`src/hdl/pen_pkg.sv`:
```
// ----------------------------------------------------------------------------
// pen_pkg: shared types and helpers for the percent escape normalizer
// Entry and operation types, queue sizing, and the byte classification and
// window decode functions used by the front and back halves.
// ----------------------------------------------------------------------------
package pen_pkg;

  localparam int unsigned OpsMax     = 3;
  localparam int unsigned OpIdxW     = $clog2(OpsMax);
  localparam int unsigned MaxBytes   = 5;
  localparam int unsigned SentW      = $clog2(MaxBytes);
  localparam int unsigned QueueDepth = 2;
  localparam int unsigned QPtrW      = $clog2(QueueDepth);
  localparam int unsigned QCntW      = $clog2(QueueDepth + 1);

  localparam logic [7:0] ChPct = 8'h25;

  typedef enum logic {
    OP_PLAIN = 1'b0,
    OP_ESC   = 1'b1
  } op_kind_t;

  typedef struct packed {
    op_kind_t   kind;
    logic [7:0] value;
  } op_t;

  typedef struct packed {
    op_t [OpsMax-1:0]  ops;
    logic [OpIdxW-1:0] op_cnt;
    logic              last;
  } entry_t;

  typedef struct packed {
    entry_t          entry;
    logic [1:0]      hold_cnt;
    logic [1:0][7:0] hold;
  } front_res_t;

  function automatic logic is_unreserved(input logic [7:0] v);
    return (v >= 8'h61 && v <= 8'h7A) || (v >= 8'h41 && v <= 8'h5A) ||
           (v >= 8'h30 && v <= 8'h39) || v == 8'h2D || v == 8'h2E ||
           v == 8'h5F || v == 8'h7E;
  endfunction

  function automatic logic is_delim(input logic [7:0] v);
    logic r;
    case (v)
      8'h3A, 8'h2F, 8'h3F, 8'h23, 8'h5B, 8'h5D,
      8'h40, 8'h21, 8'h24, 8'h26, 8'h27, 8'h28,
      8'h29, 8'h2A, 8'h2B, 8'h2C, 8'h3B, 8'h3D: r = 1'b1;
      default: r = 1'b0;
    endcase
    return r;
  endfunction

  function automatic logic is_hex(input logic [7:0] v);
    return (v >= 8'h30 && v <= 8'h39) || (v >= 8'h41 && v <= 8'h46) ||
           (v >= 8'h61 && v <= 8'h66);
  endfunction

  function automatic logic [3:0] hex_val(input logic [7:0] v);
    logic [3:0] r;
    if (v <= 8'h39) begin
      r = v[3:0];
    end else begin
      r = v[3:0] + 4'd9;
    end
    return r;
  endfunction

  function automatic logic [7:0] hex_char(input logic [3:0] d);
    logic [7:0] r;
    if (d < 4'd10) begin
      r = 8'h30 + {4'h0, d};
    end else begin
      r = 8'h37 + {4'h0, d};
    end
    return r;
  endfunction

  function automatic op_t make_op(input logic [7:0] v, input logic plain);
    op_t o;
    o.kind  = plain ? OP_PLAIN : OP_ESC;
    o.value = v;
    return o;
  endfunction

  // The window holds the held bytes followed by the new byte, oldest in w[0].
  function automatic front_res_t classify(input logic [2:0][7:0] w, input logic [1:0] n,
                                          input logic last);
    front_res_t r;
    logic [1:0] pos;
    logic       stop;
    logic       full;
    logic [7:0] c;
    logic [7:0] v;
    logic [1:0] rem;
    r    = '0;
    pos  = '0;
    stop = 1'b0;
    for (int s = 0; s < OpsMax; s++) begin
      if (!stop && (pos < n)) begin
        c    = w[pos];
        full = (pos == 2'd0) && (n == 2'd3);
        if (c == ChPct) begin
          if (full && is_hex(w[1]) && is_hex(w[2])) begin
            v = {hex_val(w[1]), hex_val(w[2])};
            r.entry.ops[r.entry.op_cnt] = make_op(v, is_unreserved(v));
            r.entry.op_cnt = r.entry.op_cnt + 1'b1;
            pos = 2'd3;
          end else if (!full && !last) begin
            stop = 1'b1;
          end else begin
            r.entry.ops[r.entry.op_cnt] = make_op(ChPct, 1'b1);
            r.entry.op_cnt = r.entry.op_cnt + 1'b1;
            pos = pos + 2'd1;
          end
        end else begin
          r.entry.ops[r.entry.op_cnt] = make_op(c, is_delim(c) || is_unreserved(c));
          r.entry.op_cnt = r.entry.op_cnt + 1'b1;
          pos = pos + 2'd1;
        end
      end
    end
    rem        = n - pos;
    r.hold_cnt = rem;
    if (rem != 2'd0) begin
      r.hold[0] = w[pos];
    end
    if (rem == 2'd2) begin
      r.hold[1] = w[pos + 2'd1];
    end
    r.entry.last = last;
    return r;
  endfunction

endpackage

```
`src/hdl/pen_front.sv`:
```
// ----------------------------------------------------------------------------
// pen_front: input side of the percent escape normalizer
// Holds pending escape bytes, judges the window on each accepted beat and
// pushes a list of plain and escape operations into the queue.
// ----------------------------------------------------------------------------
module pen_front (
  input  logic            clk,
  input  logic            rst_n,
  input  logic            in_valid,
  output logic            in_stall,
  input  logic [7:0]      in_byte,
  input  logic            in_is_last,
  input  logic            q_full,
  output logic            push,
  output pen_pkg::entry_t push_entry
);
  import pen_pkg::*;

  logic [1:0]      held_count_r, held_count_nxt;
  logic [1:0][7:0] held_r, held_nxt;
  logic [2:0][7:0] win;
  logic [1:0]      win_n;
  front_res_t      res;
  logic            acc;

  assign in_stall = q_full;
  assign acc      = in_valid && !q_full;
  assign win_n    = held_count_r + 2'd1;

  always_comb begin
    win = '0;
    case (held_count_r)
      2'd0: begin
        win[0] = in_byte;
      end
      2'd1: begin
        win[0] = held_r[0];
        win[1] = in_byte;
      end
      default: begin
        win[0] = held_r[0];
        win[1] = held_r[1];
        win[2] = in_byte;
      end
    endcase
  end

  assign res        = classify(win, win_n, in_is_last);
  assign push       = acc && (res.entry.op_cnt != '0);
  assign push_entry = res.entry;

  always_comb begin
    held_count_nxt = held_count_r;
    held_nxt       = held_r;
    if (acc) begin
      held_count_nxt = res.hold_cnt;
      held_nxt       = res.hold;
    end
  end

  always_ff @(posedge clk) begin
    if (!rst_n) begin
      held_count_r <= '0;
    end else begin
      held_count_r <= held_count_nxt;
    end
  end

  always_ff @(posedge clk) begin
    held_r <= held_nxt;
  end

endmodule

```
`src/hdl/pen_queue.sv`:
```
// ----------------------------------------------------------------------------
// pen_queue: operation queue between front and back
// A small register FIFO of decoded entries, one push and one pop per cycle.
// ----------------------------------------------------------------------------
module pen_queue (
  input  logic            clk,
  input  logic            rst_n,
  input  logic            push,
  input  pen_pkg::entry_t push_entry,
  input  logic            pop,
  output logic            full,
  output logic            q_valid,
  output pen_pkg::entry_t q_entry
);
  import pen_pkg::*;

  entry_t             mem_r [QueueDepth];
  logic [QPtrW-1:0]   wr_ptr_r, wr_ptr_nxt;
  logic [QPtrW-1:0]   rd_ptr_r, rd_ptr_nxt;
  logic [QCntW-1:0]   cnt_r, cnt_nxt;

  assign full    = (cnt_r == QCntW'(QueueDepth));
  assign q_valid = (cnt_r != '0);
  assign q_entry = mem_r[rd_ptr_r];

  always_comb begin
    wr_ptr_nxt = wr_ptr_r;
    rd_ptr_nxt = rd_ptr_r;
    cnt_nxt    = cnt_r;
    if (push) begin
      wr_ptr_nxt = (wr_ptr_r == QPtrW'(QueueDepth - 1)) ? '0 : wr_ptr_r + 1'b1;
    end
    if (pop) begin
      rd_ptr_nxt = (rd_ptr_r == QPtrW'(QueueDepth - 1)) ? '0 : rd_ptr_r + 1'b1;
    end
    if (push && !pop) begin
      cnt_nxt = cnt_r + 1'b1;
    end else if (pop && !push) begin
      cnt_nxt = cnt_r - 1'b1;
    end
  end

  always_ff @(posedge clk) begin
    if (!rst_n) begin
      wr_ptr_r <= '0;
      rd_ptr_r <= '0;
      cnt_r    <= '0;
    end else begin
      wr_ptr_r <= wr_ptr_nxt;
      rd_ptr_r <= rd_ptr_nxt;
      cnt_r    <= cnt_nxt;
    end
  end

  always_ff @(posedge clk) begin
    if (push) begin
      mem_r[wr_ptr_r] <= push_entry;
    end
  end

endmodule

```
`src/hdl/pen_back.sv`:
```
// ----------------------------------------------------------------------------
// pen_back: output side of the percent escape normalizer
// Expands queued operations into single bytes, one per cycle unless stalled,
// at most five bytes per input beat, and drives the registered result channel.
// ----------------------------------------------------------------------------
module pen_back (
  input  logic            clk,
  input  logic            rst_n,
  input  logic            q_valid,
  input  pen_pkg::entry_t q_entry,
  output logic            pop,
  output logic            out_valid,
  input  logic            out_stall,
  output logic [7:0]      out_byte,
  output logic            out_last
);
  import pen_pkg::*;

  logic              cur_valid_r, cur_valid_nxt;
  entry_t            cur_r, cur_nxt;
  logic [OpIdxW-1:0] op_idx_r, op_idx_nxt;
  logic [1:0]        ph_r, ph_nxt;
  logic [SentW-1:0]  sent_r, sent_nxt;
  logic              out_valid_r, out_valid_nxt;
  logic [7:0]        out_byte_r, out_byte_nxt;
  logic              out_last_r, out_last_nxt;
  op_t               op;
  logic [7:0]        cur_byte;
  logic              op_end;
  logic              entry_end;
  logic              load;

  assign op = cur_r.ops[op_idx_r];

  always_comb begin
    cur_byte = op.value;
    op_end   = 1'b1;
    case (op.kind)
      OP_PLAIN: begin
        cur_byte = op.value;
        op_end   = 1'b1;
      end
      OP_ESC: begin
        op_end = (ph_r == 2'd2);
        case (ph_r)
          2'd0:    cur_byte = ChPct;
          2'd1:    cur_byte = hex_char(op.value[7:4]);
          default: cur_byte = hex_char(op.value[3:0]);
        endcase
      end
      default: begin
        cur_byte = op.value;
        op_end   = 1'b1;
      end
    endcase
  end

  assign entry_end = (op_end && (op_idx_r == cur_r.op_cnt - 1'b1)) ||
                     (sent_r == SentW'(MaxBytes - 1));
  assign load      = cur_valid_r && (!out_valid_r || !out_stall);
  assign pop       = q_valid && (!cur_valid_r || (load && entry_end));

  always_comb begin
    cur_valid_nxt = cur_valid_r;
    cur_nxt       = cur_r;
    op_idx_nxt    = op_idx_r;
    ph_nxt        = ph_r;
    sent_nxt      = sent_r;
    out_valid_nxt = out_valid_r && out_stall;
    out_byte_nxt  = out_byte_r;
    out_last_nxt  = out_last_r;
    if (load) begin
      out_valid_nxt = 1'b1;
      out_byte_nxt  = cur_byte;
      out_last_nxt  = cur_r.last && entry_end;
      if (entry_end) begin
        cur_valid_nxt = 1'b0;
        op_idx_nxt    = '0;
        ph_nxt        = '0;
        sent_nxt      = '0;
      end else if (op_end) begin
        op_idx_nxt = op_idx_r + 1'b1;
        ph_nxt     = '0;
        sent_nxt   = sent_r + 1'b1;
      end else begin
        ph_nxt   = ph_r + 2'd1;
        sent_nxt = sent_r + 1'b1;
      end
    end
    if (pop) begin
      cur_valid_nxt = 1'b1;
      cur_nxt       = q_entry;
      op_idx_nxt    = '0;
      ph_nxt        = '0;
      sent_nxt      = '0;
    end
  end

  always_ff @(posedge clk) begin
    if (!rst_n) begin
      cur_valid_r <= 1'b0;
      op_idx_r    <= '0;
      ph_r        <= '0;
      sent_r      <= '0;
      out_valid_r <= 1'b0;
    end else begin
      cur_valid_r <= cur_valid_nxt;
      op_idx_r    <= op_idx_nxt;
      ph_r        <= ph_nxt;
      sent_r      <= sent_nxt;
      out_valid_r <= out_valid_nxt;
    end
  end

  always_ff @(posedge clk) begin
    cur_r      <= cur_nxt;
    out_byte_r <= out_byte_nxt;
    out_last_r <= out_last_nxt;
  end

  assign out_valid = out_valid_r;
  assign out_byte  = out_byte_r;
  assign out_last  = out_last_r;

endmodule

```
`src/hdl/percent_escape_normalizer.sv`:
```
// ----------------------------------------------------------------------------
// percent_escape_normalizer: URI component percent-escape normalizer
// Decodes escapes of unreserved characters, uppercases the remaining escapes
// and escapes bytes that are neither unreserved nor delimiters.
//
//   Channel  Ports                                   Direction
//   in       in_valid, in_stall, in_byte, in_is_last  sink, one raw byte
//   out      out_valid, out_stall, out_byte, out_last source, one result byte
//
// Each input beat yields zero to five output beats, one per cycle from the
// output register while out_stall is low. Its first byte passes through the
// operation queue, the current-entry register and the output register. The
// input side stalls only while the two-entry operation queue is full. Reset
// is synchronous; it empties the queue, the output register and the held
// escape bytes, and needs no clearing pass.
// ----------------------------------------------------------------------------
module percent_escape_normalizer (
  input  logic       clk,
  input  logic       rst_n,
  input  logic       in_valid,
  output logic       in_stall,
  input  logic [7:0] in_byte,
  input  logic       in_is_last,
  output logic       out_valid,
  input  logic       out_stall,
  output logic [7:0] out_byte,
  output logic       out_last
);
  import pen_pkg::*;

  logic   q_full;
  logic   push;
  entry_t push_entry;
  logic   pop;
  logic   q_valid;
  entry_t q_entry;

  pen_front u_front (
    .clk        (clk),
    .rst_n      (rst_n),
    .in_valid   (in_valid),
    .in_stall   (in_stall),
    .in_byte    (in_byte),
    .in_is_last (in_is_last),
    .q_full     (q_full),
    .push       (push),
    .push_entry (push_entry)
  );

  pen_queue u_queue (
    .clk        (clk),
    .rst_n      (rst_n),
    .push       (push),
    .push_entry (push_entry),
    .pop        (pop),
    .full       (q_full),
    .q_valid    (q_valid),
    .q_entry    (q_entry)
  );

  pen_back u_back (
    .clk       (clk),
    .rst_n     (rst_n),
    .q_valid   (q_valid),
    .q_entry   (q_entry),
    .pop       (pop),
    .out_valid (out_valid),
    .out_stall (out_stall),
    .out_byte  (out_byte),
    .out_last  (out_last)
  );

endmodule

```
`config.mk`:
```
export PLATFORM = sky130hd
export DESIGN_NAME = percent_escape_normalizer
export DESIGN_NICKNAME = d
export VERILOG_FILES = /design/src/hdl/pen_pkg.sv /design/src/hdl/pen_front.sv /design/src/hdl/pen_queue.sv /design/src/hdl/pen_back.sv /design/src/hdl/percent_escape_normalizer.sv
export SDC_FILE = /design/constraint.sdc
export NUM_CORES = 1
export LEC_CHECK = 0
export BUFFER_PORTS_ARGS = -buffer_cell sky130_fd_sc_hd__buf_4
export CAP_MARGIN = 5
export CORE_MARGIN = 2
export CORE_UTILIZATION = 51
export DETAILED_ROUTE_END_ITERATION = 6
export GPL_ROUTABILITY_DRIVEN = 0
export HOLD_SLACK_MARGIN = 0.08
export PLACE_DENSITY_LB_ADDON = 0.3
export SETUP_SLACK_MARGIN = 0.4
export SLEW_MARGIN = 5
export SYNTH_ARGS = -nofsm -noshare
export SYNTH_HDL_FRONTEND = slang
export SYNTH_SLANG_ARGS = --single-unit
export TNS_END_PERCENT = 5
```
`constraint.sdc`:
```
create_clock -name clk -period 9.94 [get_ports clk]
set_input_delay 1.491 -clock clk [delete_from_list [all_inputs] [get_ports clk]]
set_output_delay 1.491 -clock clk [all_outputs]
set_load 0.02 [all_outputs]
```
; ---- Word level (Yosys, flattened, before mapping)
; Memories as Yosys holds them, arrays and structs flattened. A register that Yosys moved wholly into a read port is not among the register bits.
; Index checks and enable logic that the tools add are counted.
[word_totals]
output_inout_bits = 11
romBits = 0
elab_cells = 427
n_memories = 1
inputBits = 13
mem_bits_rw = 60
latch_bits = 0
regBits = 40
[op_classes]
reduce_logical = 125
n_div = 0
n_mul = 0
shifts = 0
add_sub_neg = 21
order_cmp = 62
n_eq_ne = 89
bitwise = 8
muxes = 108
[mem_list]
columns = name, depth, word_bits, read_ports, rd_clocked_by_memory_dff, wr, line
row1 = u_queue.mem_r, 2, 30, 1, 1, 1, pen_queue.sv:17  ; entry_t mem_r [QueueDepth];
[op_table]
columns = cell, n
row1 = equality test 8 x 6 -> 1 bit (second input constant), 60
row2 = two-way mux 29 bit, 8
row3 = equality test 8 x 7 -> 1 bit (second input constant), 21
row4 = greater-or-equal comparator 8 x 7 -> 1 bit (second input constant), 16
row5 = less-or-equal comparator 8 x 7 -> 1 bit (second input constant), 16
row6 = bitwise mux 27 bit, 4
row7 = two-way mux 4 bit, 20
row8 = two-way mux 8 bit, 9
row9 = binary-select mux 8 bit (select 2 bit), 4
row10 = greater-or-equal comparator 8 x 6 -> 1 bit (second input constant), 8
row11 = less-or-equal comparator 8 x 6 -> 1 bit (second input constant), 8
row12 = OR reduction 18 bit, 3
row13 = logical AND 1 bit, 49
row14 = one-hot mux 8 bit (2 select lines), 3
row15 = logical OR 1 bit, 46
row16 = demux 9 bit (select 2 bit), 2
row17 = inverter 18 bit, 2
row18 = two-way mux 2 bit, 17
row19 = two-way mux 11 bit, 3
row20 = two-way mux 1 bit, 32
row21 = adder 6 x 4 -> 7 bit (first input constant), 4
row22 = two-way mux 9 bit, 3
row23 = less-than comparator 2 x 3 -> 1 bit (second input constant), 7
row24 = adder 2 x 1 -> 2 bit (second input constant), 9
row25 = 26 further kinds, 59

; ---- Logic depth before layout (Yosys ltp)
[depth]
depth_word = 49
mapped_depth = 35
mapped_depth_nobuf = 30

; ---- Hierarchy
; Synthesis repeated with hierarchy kept, for this count alone.
[hier_totals]
cells_unflattened = 914
area_unflattened_um2 = 8964.8
[by_module_without_submodules]
columns = mod, area_each_um2, instances, seq_area_each_um2, cells_each
row1 = pen_front, 4351.7, 1, 520.5, 615
row2 = pen_queue, 2376.0, 1, 1901.8, 115
row3 = pen_back, 2237.1, 1, 1351.3, 184

; ---- Least setup slack after synthesis
; OpenSTA, ideal clock, no wires.
[synth_path]
path_type = input to register
startpoint = input port in_byte[0]
endpoint = memory u_queue.mem_r[0][0] in the netlist's numbering, enable pin
setup_ns = 0.457
cell_stages = 21
setup_slack_ns = 0.899
arrival_time_ns = 8.584
required_time_ns = 9.483
n_path_buf = 2
path_cell_list = a22oi_2 > ha_1 > nor2_1 > o32a_1 > o32a_1 > o21a_2 > nor4_1 > inv_1 > ha_1 > nand2_1 > nand2b_1 > a21boi_0 > o31a_1 > a21oi_2 > buf_6 > clkbuf_1 > ha_1 > a221oi_1 > o41ai_4 > mux2i_1 > nor3_1
[synth_via]
elab_chain_len = 30
elab_cells_between_ends = 84
classes_between = 3 x add/sub / 14 x order compare / 3 x eq/ne / 34 x mux / 30 x reduce/logical
[synth_lines]
columns = element, line
row1 = "start, declared", percent_escape_normalizer.sv:22  ; input logic [7:0] in_byte,
row2 = branches (longest 25 deep; another with greater-or-equal comparator 8 x 6 -> 1 bit), --
row3 = two-way mux 29 bit (*), pen_pkg.sv:103  ; if (!stop && (pos < n)) begin
row4 = nonzero test 2 bit (*), pen_front.sv:49  ; assign push = acc && (res.entry.op_cnt != '0);
row5 = logical AND 1 bit (*), pen_front.sv:49
row6 = two-way mux 1 bit (*), pen_queue.sv:56  ; if (push) begin
row7 = two-way mux 1 bit (implied by the code) (*), pen_queue.sv:57  ; mem_r[wr_ptr_r] <= push_entry;
row8 = "end, declared", pen_queue.sv:17
; Mark *: on every way between the ends. The select of a mux whose other input is x is not followed.

; ---- Worst setup path in the final report
[layout_path]
startpoint = input port in_byte[0]
endpoint = register u_front.held_r[5] in the netlist's numbering (data pin)
[layout_via]
elab_chain_len = 28
elab_cells_between_ends = 76
classes_between = 3 x add/sub / 14 x order compare / 3 x eq/ne / 27 x mux / 29 x reduce/logical
[layout_lines]
columns = element, line
row1 = branches (longest 25 deep; another with greater-or-equal comparator 8 x 6 -> 1 bit), --
row2 = two-way mux 2 bit (*), pen_pkg.sv:103
row3 = subtractor 2 bit / binary-select mux 8 bit (select 2 bit) (equally long branches), "pen_pkg.sv:126, pen_pkg.sv:129"
row4 = nonzero test 2 bit / two-way mux 8 bit (equally long branches), "pen_pkg.sv:128, pen_pkg.sv:129"
row5 = "end signal, assigned", pen_front.sv:70  ; held_r <= held_nxt;
row6 = "end, declared", pen_front.sv:20  ; logic [1:0][7:0] held_r, held_nxt;
; Marked as above.
; A chain may end at the register's enable or synchronous reset.

==> out/metrics.cfg <==
[outcome]
outcome=finished, final reports clean

[global_route]
grt_pass1_wl_um=36600
grt_pass1_vias=6805
grt_overflow_total=0
grt_start_max_net_pins=38
grt_use_total=0.262
antenna_found_initial=0

[detailed_routing]
viasPerCell=6.45
drt_iter0_drc=878
dr.pass1.iters=7
remaining_drc_errors=0
met3_length_um=2170
highest_layer=met4
routedWlPerCell_um=20.4
wl_um=23300
met1_length_um=9550
vias=7355
wl_met2_um=10600
ant_nets=0

[timing]
report.final.slew_viol_count=0
tns_ns=0
setup_viol=0
slew_headroom=0.364
rsz0062_at_grt=false
fmax_ghz=0.114
tightestPinTransition_ns=0.948
min_period_ns=8.74
min_period_over_period=0.879
fin_skew_ns=0.0130
hold_viol=0

[logic_synthesis]
synth_commonest_cells=edfxtp_1, nand2_1, a21oi_1, nor2_1, o21ai_0
netlist_instances=893
synth_nets=935
synth_area_mm2=0.00869
synth_top_area_share=0.397
synth_warnings=0
avgSynthCellArea_um2=9.74
async_reset_ff_frac=0
synth_area_leaders=edfxtp_1, mux2_2, a21oi_1, ha_1, nand2_1
yosysSeqAreaShare=0.432
synth_cell_types=88
yosysTopAreaCell=edfxtp_1
ys_ff_latch=130
synth_most_common_cell=edfxtp_1
synth-edff-count=115
synth_ff_type=edfxtp_1

[die]
fp.dieW_um=135
coreArea_mm2=0.0166
io_pins=24
rows=47
die_h_um=135
die-area_mm2=0.0181
initial_core_util=0.522

[setup_path]
regToRegStartpoint=u_front.held_count_r[0]
slowest_stage=o41ai_4
setup.worst_path.end_class=flip-flop
reg2reg_slack_ns=1.28
path_max_fanout=24
crit_path_frequent_cell=ha_1
start_kind=primary input
path_class=in2reg
crit_required_ns=10.10
r2r_cells=30
r2r_end=u_front.held_r[5]
cp.arrival_ns=8.90
max_stage_delay_ns=0.65
worstSetupStartpoint=in_byte[0]

[hold_path]
whs_endpoint=u_back.ph_r[1]
hold_path.class=reg2reg
holdCritStartpoint=u_back.ph_r[1]
hold_depth=2

[place]
detailed_place_hpwl_um=16900
post-place-cells=1108
io_buffers=23

[clock_tree]
h-tree-depth=4
clk_pin_slew_ns=0.06
cts_hold_buffers=0
clk_latency_ns=0.43
cts_tree=yes
cts.path.max_buffers=2
cts_sinks=130
root_buffer=clkbuf_16
numCtsBuffers=17

[final_layout]
final_util=0.575
multi_input_area_mm2=0.00461
final_cell_count_no_fill=1140
register_area_mm2=0.00375
syn_to_final_growth_pct=10.1
antenna_cells=0
fillers=1440
layout-drive-gt1-share=0.157
fin_nets=949

[flow_run]
cap_violations=0

registers in the layout (all words and copies together) (netlist names):
name                  flops
u_back.cur_r             30
u_back.cur_valid_r        1
u_back.op_idx_r           2
u_back.out_byte           8
u_back.out_last           1
u_back.out_valid          1
u_back.ph_r               2
u_back.sent_r             3
u_front.held_count_r      2
u_front.held_r           16
u_queue.cnt_r             2
u_queue.mem_r            60
u_queue.rd_ptr_r          1
u_queue.wr_ptr_r          1
metal layers:
layer / track usage / vias up
li1: - / 3403
met1: 0.347 / 3414
met2: 0.414 / 450
met3: 0.0552 / 88
met4: 0.123 / 0
met5: 0 / -
metrics by stage:
stage          setup slack [ns]  hold WS, ns  instance area [um2]
3_5_place_dp              0.806        0.483                 9020
3_3_place_gp               1.11        0.468                 9020
2_1_floorplan             0.899        0.449                 8690
5_1_grt                   0.739        0.496                 9570
4_1_cts                   0.761        0.491                 9560
6_report                   1.20        0.485                 9570
critical path: cells and delay by family:
family,cells,cell delay (ns)
XOR/XNOR,3,0.56
buffers and inverters,8,1.65
AND/OR/NAND/NOR,4,1.09
adder cells (fa/ha/maj),4,1.15
AO/OA/AOI/OAI,10,2.95
area by class of cell:
type | instances | area share
Sequential cell | 130 | 0.392
Tap cell | 220 | 0.0288
Clock inverter | 15 | 0.0115
Timing Repair Buffer | 37 | 0.0290
Multi-Input combinational cell | 689 | 0.482
Clock buffer | 17 | 0.0445
Inverter | 32 | 0.0126
how the worst max path moves through the flow:
stage	end	cells past startpoint
final	u_front.held_r[5]	29
after global routing	u_front.held_r[5]	32
after CTS	u_front.held_r[5]	32
after detailed placement	u_front.held_r[5]	29
after global placement	u_front.held_r[5]	29
after floorplan	u_queue.mem_r[0][0]	21
placed cells by master (no fill, tap or decap), types with 5 or more instances in the layout:
cell	synthesis	routed
nor3_1	21	20
mux2i_1	19	19
o21ai_1	7	7
nand2_1	93	93
clkinvlp_4	0	6
nor2b_1	10	10
a31oi_1	8	8
nor4_1	10	9
dfxtp_1	15	15
nand3_1	13	13
o22ai_1	25	25
nor2_1	79	79
xnor2_1	12	12
edfxtp_1	115	115
or3_1	6	6
buf_4	1	37
a21oi_1	82	82
o21ai_0	40	40
clkbuf_16	0	17
inv_1	28	28
a21o_1	9	9
nor4b_1	5	5
o21a_1	9	9
o211ai_1	17	17
a211oi_1	9	9
ha_1	29	28
and2_1	20	20
mux2_2	39	39
a22oi_1	9	9
or2_2	6	6
nand2b_1	8	8
and3_1	5	5
nor3b_1	5	5
cells by family after synthesis:
group	Yosys count	synth area share
multiplexers	59	0.0737
XOR/XNOR	17	0.0180
buffers and inverters	74	0.0404
flip-flops	130	0.432
AO/OA/AOI/OAI	278	0.218
adder cells (fa/ha/maj)	29	0.0417
AND/OR/NAND/NOR	306	0.176
repair_timing:
| item | in CTS | in global routing |
|---|---|---|
| gates resized for setup | 0 | 3 |
| endpoints found under the setup margin | 0 | 17 |
| setup buffers | 0 | 0 |
Power is left out: the tool's default activity adds up to more than one toggle a clock period on the data nets, which glitch-free logic cannot reach.
